==> src/rtl/union_find_engine_assert.svh <==
`ifndef UNION_FIND_ENGINE_ASSERT_SVH
`define UNION_FIND_ENGINE_ASSERT_SVH

// same-cycle implication
`define UFE_ASSERT_NOW(label, clk, rst, ante, cons, msg) \
   label: assert property (@(posedge clk) disable iff (rst) (ante) |-> (cons)) \
      else $error(msg);

// next-cycle implication
`define UFE_ASSERT_NEXT(label, clk, rst, ante, cons, msg) \
   label: assert property (@(posedge clk) disable iff (rst) (ante) |=> (cons)) \
      else $error(msg);

`endif

==> src/rtl/uf_pkg.sv <==
package uf_pkg;

   localparam int MAX_ELEMENTS = 1024;
   localparam int ELEM_W       = $clog2(MAX_ELEMENTS);
   localparam int COUNT_W      = ELEM_W + 1;

   localparam int CSR_ADDR_W   = 3;
   localparam int CSR_DATA_W   = 32;
   localparam int CSR_IDX_W    = CSR_ADDR_W - 2;

   localparam logic [CSR_IDX_W-1:0] REG_ELEMENT_COUNT = '0;

   localparam logic MODE_FIND = 1'b0;
   localparam logic MODE_JOIN = 1'b1;

   typedef enum logic [3:0] {
      S_CLEAR,
      S_IDLE,
      S_FIND_RD,
      S_FIND_CHK,
      S_COMP_CHK,
      S_PHASE_END,
      S_SIZE_RD,
      S_SIZE_A,
      S_SIZE_B,
      S_DONE
   } state_type;

   typedef struct packed {
      logic accept;
      logic find_step;
      logic comp_step;
      logic save_ra;
      logic start_b;
      logic save_rb;
      logic size_rd_b;
      logic res_lone;
      logic res_find;
      logic link;
      logic clear_step;
      logic out_load;
   } cmd_type;

   typedef struct packed {
      logic req_a_ok;
      logic req_b_ok;
      logic req_is_join;
      logic a_ok;
      logic b_ok;
      logic is_join;
      logic p_is_self;
      logic x_is_root;
      logic p_is_root;
      logic roots_differ;
      logic clear_last;
      logic cfg_write;
      logic out_free;
   } status_type;

endpackage

==> src/rtl/uf_ctrl.sv <==
`include "union_find_engine_assert.svh"

module uf_ctrl (
   input  logic               clock,
   input  logic               reset,
   input  logic               req_valid,
   output logic               req_ready,
   input  uf_pkg::status_type status,
   output uf_pkg::cmd_type    cmd
);
   import uf_pkg::*;

   state_type state_ff, state_in;
   logic      phase_b_ff, phase_b_in;

   always_ff @(posedge clock) begin
      if (reset) begin
         state_ff   <= S_CLEAR;
         phase_b_ff <= 1'b0;
      end else begin
         state_ff   <= state_in;
         phase_b_ff <= phase_b_in;
      end
   end

   // next state
   always_comb begin
      state_in   = state_ff;
      phase_b_in = phase_b_ff;
      if (status.cfg_write) begin
         state_in = S_CLEAR;
      end else begin
         unique case (state_ff)
            S_CLEAR: begin
               if (status.clear_last) begin
                  state_in = S_IDLE;
               end
            end
            S_IDLE: begin
               if (req_valid) begin
                  if (status.req_a_ok) begin
                     state_in   = S_FIND_RD;
                     phase_b_in = 1'b0;
                  end else if (status.req_is_join && status.req_b_ok) begin
                     state_in   = S_FIND_RD;
                     phase_b_in = 1'b1;
                  end else begin
                     state_in   = S_PHASE_END;
                     phase_b_in = 1'b1;
                  end
               end
            end
            S_FIND_RD: state_in = S_FIND_CHK;
            S_FIND_CHK: begin
               if (status.p_is_self) begin
                  state_in = status.x_is_root ? S_PHASE_END : S_COMP_CHK;
               end
            end
            S_COMP_CHK: begin
               if (status.p_is_root) begin
                  state_in = S_PHASE_END;
               end
            end
            S_PHASE_END: begin
               if (phase_b_ff) begin
                  state_in = status.a_ok ? S_SIZE_RD : S_DONE;
               end else if (status.is_join && status.b_ok) begin
                  state_in   = S_FIND_RD;
                  phase_b_in = 1'b1;
               end else begin
                  state_in = S_SIZE_RD;
               end
            end
            S_SIZE_RD: state_in = S_SIZE_A;
            S_SIZE_A: begin
               if (status.is_join && status.b_ok && status.roots_differ) begin
                  state_in = S_SIZE_B;
               end else begin
                  state_in = S_DONE;
               end
            end
            S_SIZE_B: state_in = S_DONE;
            S_DONE: begin
               if (status.out_free) begin
                  state_in = S_IDLE;
               end
            end
            default: state_in = S_CLEAR;
         endcase
      end
   end

   // outputs
   always_comb begin
      cmd       = '0;
      req_ready = 1'b0;
      unique case (state_ff)
         S_CLEAR: cmd.clear_step = 1'b1;
         S_IDLE: begin
            req_ready  = 1'b1;
            cmd.accept = req_valid;
         end
         S_FIND_RD: ;
         S_FIND_CHK: cmd.find_step = 1'b1;
         S_COMP_CHK: cmd.comp_step = 1'b1;
         S_PHASE_END: begin
            if (phase_b_ff) begin
               if (status.a_ok) begin
                  cmd.save_rb = 1'b1;
               end else begin
                  cmd.res_lone = 1'b1;
               end
            end else begin
               cmd.save_ra = 1'b1;
               cmd.start_b = status.is_join && status.b_ok;
            end
         end
         S_SIZE_RD: ;
         S_SIZE_A: begin
            if (status.is_join && status.b_ok && status.roots_differ) begin
               cmd.size_rd_b = 1'b1;
            end else begin
               cmd.res_find = 1'b1;
            end
         end
         S_SIZE_B: cmd.link = 1'b1;
         S_DONE: cmd.out_load = status.out_free;
         default: ;
      endcase
   end

   `UFE_ASSERT_NEXT(ap_accept_starts, clock, reset, cmd.accept && !status.cfg_write, state_ff == S_FIND_RD || state_ff == S_PHASE_END, "item accepted but walk not started")
   `UFE_ASSERT_NOW(ap_phase_b_entry, clock, reset, $rose(phase_b_ff), $past(state_ff) == S_IDLE || $past(state_ff) == S_PHASE_END, "second walk entered from wrong state")
   `UFE_ASSERT_NOW(ap_link_legal, clock, reset, cmd.link, phase_b_ff && status.a_ok && status.b_ok && status.is_join, "link without two in-range join operands")
   `UFE_ASSERT_NEXT(ap_clear_done, clock, reset, state_ff == S_CLEAR && status.clear_last && !status.cfg_write, state_ff == S_IDLE, "clear sweep did not end")

endmodule

==> config.mk <==
export PLATFORM = sky130hd
export DESIGN_NAME = uf_ctrl
export DESIGN_NICKNAME = d
export VERILOG_FILES = /design/src/rtl/uf_pkg.sv /design/src/rtl/uf_ctrl.sv
export VERILOG_INCLUDE_DIRS = /design/src /design/src/rtl
export SDC_FILE = /design/constraint.sdc
export NUM_CORES = 1
export LEC_CHECK = 0
export BUFFER_PORTS_ARGS = -buffer_cell sky130_fd_sc_hd__buf_2
export CELL_PAD_IN_SITES_DETAIL_PLACEMENT = 0
export CELL_PAD_IN_SITES_GLOBAL_PLACEMENT = 2
export CORE_ASPECT_RATIO = 1.25
export CORE_MARGIN = 8
export CORE_UTILIZATION = 19
export DETAILED_ROUTE_END_ITERATION = 12
export HOLD_SLACK_MARGIN = 0.12
export PLACE_DENSITY = 0.69
export REMOVE_ABC_BUFFERS = 1
export SYNTH_ARGS = -nofsm -noshare
export SYNTH_HDL_FRONTEND = slang
export SYNTH_SLANG_ARGS = --single-unit
==> constraint.sdc <==
create_clock -name clock -period 1.4 [get_ports clock]
set_clock_uncertainty 0.1 [all_clocks]
set_input_delay 0.28 -clock clock [delete_from_list [all_inputs] [get_ports clock]]
set_output_delay 0.28 -clock clock [all_outputs]
set_load 0.01 [all_outputs]
==> run summary <==
The run finished, with violations left. The checks that failed: negative setup slack. The clock net in this run drives a total of 5 sinks. The class of the most critical setup path is reg2out. Clock tree synthesis inserted a total of 3 buffers. The horizontal extent of the die came out at approximately 63 um.

The register cell area after layout came out at 108 um^2. The max-capacitance violation count is 0. CTS built an H-tree with a depth of 1. The final weighted congestion in routability-driven placement came out at 0.878. The clock insertion delay at the later pin of the skew report came out at about 240 ps. The TritonCTS clock tree is built. In the post-synthesis netlist, the cell with the most instances is nor2_1.

Dividing the detail-routed via count by the number of cells gives between 4 and 5. Relative to the synthesized area, the layout overhead comes to 109%. The DRC violations left came out at 0.

Clock tree synthesis selected as its root buffer the cell clkbuf_4. The filler cell count in the final layout is a little under 300. Once detail routing completed, the nets flagged for antenna violations numbered 0. The area enclosed by the die boundary came out at 4720 um^2.

The largest net degree at the start of global routing came out at 11. The number of synthesis warnings came out at 0. The total count of hold-check failures in the final report is 0.

The flip-flop and latch count after synthesis came out at 5. Setup repair after global routing could not meet its margin everywhere. Of the post-synthesis cell area, the dominant cell type holds 0.190.

The type of the worst min-delay path is in2reg. The count of different cell masters after synthesis is 35. After synthesis, the most frequently instantiated cells are 9 x nor2_1, 7 x nor3_1, 5 x dfxtp_1, 5 x nand2_1.

The final worst setup slack came out at -402 ps. The clock transition at the registers of the reported paths came out at about 50 ps. The total via count in the routed design came out at between 700 and 800.

The maximum fanout along the worst path is 4. At the worst endpoint, the arrival time is approximately 1400 ps. The max-slew violation count came to 0.

The part of the Yosys area used for sequential elements came out at 0.190. In the final layout, the share of cells above drive strength 1 is 0.695. The clock passes through at most 2 buffers. The number of antenna diodes in the final layout is 0.

The die height came out at approximately 75 um. The maximum achievable frequency is roughly 550 MHz. The period utilization is 1.29. The slew of the pin with the lowest slew margin is 328 ps. The multi-input combinational cells in the finished layout cover a total of 512 um^2. Among all flip-flop cells after synthesis, the most frequent one is dfxtp_1. The share of total power dissipated in sequential elements is 0.303.

dfxtp_1 takes more of the synthesized area than any other cell. The initial antenna violation count came out at 0. The reported net switching power came out at approximately 150 uW.

The worst setup path is launched from a flip-flop. IR analysis of the VDD net gives a maximum drop of ~0.26 mV. The count of TritonRoute iterations in the first routing pass is 4. The sort of element at the end of the critical path is an output pin. The first routing iteration left 32 violations.

The post-synthesis instance area is roughly 530 um^2. The routed design could run at a clock period as short as ~1800 ps. The per-instance average area after synthesis came out at 7.22 um^2. The floorplan has 21 rows. The worst pin sits at a relative slew slack of 0.781.

The overall routing resource usage came out at 0.0976. The number of enable flip-flop cells after synthesis came out at 0. The overall overflow remaining after global route is 0. The switching share of power is 0.309. The internal cell power came out at 342 uW.

The number of global-route vias before repair is 794. The power density over the cells is around 450 nW/um^2. After detailed routing, the average wire length per cell comes to between 10 and 15 um. After the last flow step, the layout net total stands at 145. Summed over all cells, the static leakage comes to 0.481 nW. Ranked by total cell area, the synthesized netlist is headed by dfxtp_1 19%, nor3_1 6.7%, nor2_1 6.4%, a2111oi_4 5.2%, o2bb2ai_1 5.0%. The effective utilization at floorplan is 0.198. The clock network fraction of design power came out at 0.343.

The total area inside the core boundary comes to 2650 um^2. The number of instances in the synthesized netlist came out at between 70 and 80. The total wire length is 2390 um. For this run, asynchronously set or reset flops after synthesis account for 0. STA puts the critical path data required time at between 1000 and 1500 ps. Before CTS, the worst setup slack after placement is -346 ps. The fraction of power consumed by combinational cells is 0.353. The final-layout worst hold slack is approximately 190 ps.

Buffers placed on the I/O ports in this run total 28. The number of failing setup endpoints in the final timing report is 16. The number of I/O pins came out at 29. The wire length of the first global-routing pass is around 3700 um.

Once detailed placement completed, the half-perimeter wirelength came to approximately 1800 um.
[final cells by class]
class / instances / area share
clock buffer: 4 / 0.0238
inverter: 3 / 0.0102
multi-input combinational: 59 / 0.464
sequential: 5 / 0.0976
tap: 34 / 0.0386
timing repair buffer: 57 / 0.365
[state kept, by name (all words and copies together), names as in the netlist]
signal      cells
phase_b_ff      1
state_ff        4
[repair_timing]
action	in CTS	in global routing
pin swaps	4	8
resized for setup	21	22
endpoints found under the setup margin	16	18
hold endpoints to repair	1	0
hold buffers	1	0
buffers inserted	5	2
[metal layers]
metal,vias up,track usage,part of all wire
met5,-,0,0
met4,0,0.0533,0.013
met3,2,0.0402,0.097
met2,33,0.169,0.49
met1,365,0.0996,0.40
li1,388,-,-
[critical path, stage by stage (launching register included)]
cell	delay [ps]
dfxtp_2	330
or2_4	260
or3_4	350
nor3_2	100
buf_2	140
[kinds of logic (layout without fill, tap and decap cells)]
family	Yosys count	count (layout)	synth area share
flip-flops	5	5	0.190
AND/OR/NAND/NOR	39	39	0.404
buffers and inverters	9	64	0.0879
AO/OA/AOI/OAI	20	20	0.318
[cells in the final DEF, fill, tap and decap left out, drive strengths merged, types with 2 or more instances in the layout]
cell type | synthesis | layout
nand2 | 5 | 5
dfxtp | 5 | 5
a2111oi | 2 | 2
nand3 | 2 | 2
nor3b | 2 | 2
buf | 5 | 56
inv | 3 | 3
o2bb2ai | 3 | 3
nor2 | 9 | 9
nor2b | 2 | 2
or2 | 2 | 2
clkbuf | 1 | 4
nor3 | 7 | 7
a21oi | 4 | 4
and3 | 2 | 2
and3b | 2 | 2
a211oi | 2 | 2
[through the flow]
stage / utilization / total power [mW] / setup TNS [ps] / cells / area, um^2
4_1_cts: 0.372 / 0.485 / -4480 / 160 / 988
6_report: 0.415 / 0.495 / -4320 / 162 / 1100
3_5_place_dp: 0.314 / 0.288 / -1560 / 150 / 832
5_1_grt: 0.415 / 0.528 / -5390 / 162 / 1100
3_3_place_gp: 0.314 / 0.288 / -1430 / 150 / 832
2_1_floorplan: - / 0.212 / -1060 / 67 / 492
[power groups by stage]
| stage | sequential [mW] | combinational (mW) | clock [mW] |
|---|---|---|---|
| global route | 0.150 | 0.191 | 0.187 |
| floorplan | 0.157 | 0.0553 | 0 |
| detailed placement | 0.153 | 0.135 | 0 |
| global placement | 0.153 | 0.135 | 0 |
| CTS | 0.152 | 0.156 | 0.178 |
| finish | 0.150 | 0.175 | 0.170 |
[final timing paths]
path                                          startpoint                        to  slack, ps  cells past startpoint
worst max-delay path            state_ff[1]$_SDFFE_PP0P_                    cmd[7]       -400                      4
worst min-delay path                          status[12]   phase_b_ff$_SDFFE_PP0P_        190                      2
worst max register to register  state_ff[1]$_SDFFE_PP0P_   phase_b_ff$_SDFFE_PP0P_       -290                      5
worst min register to register  state_ff[2]$_SDFFE_PP0P_  state_ff[2]$_SDFFE_PP0P_        570                      3
Note: power is estimated with default switching activity, not from simulation.
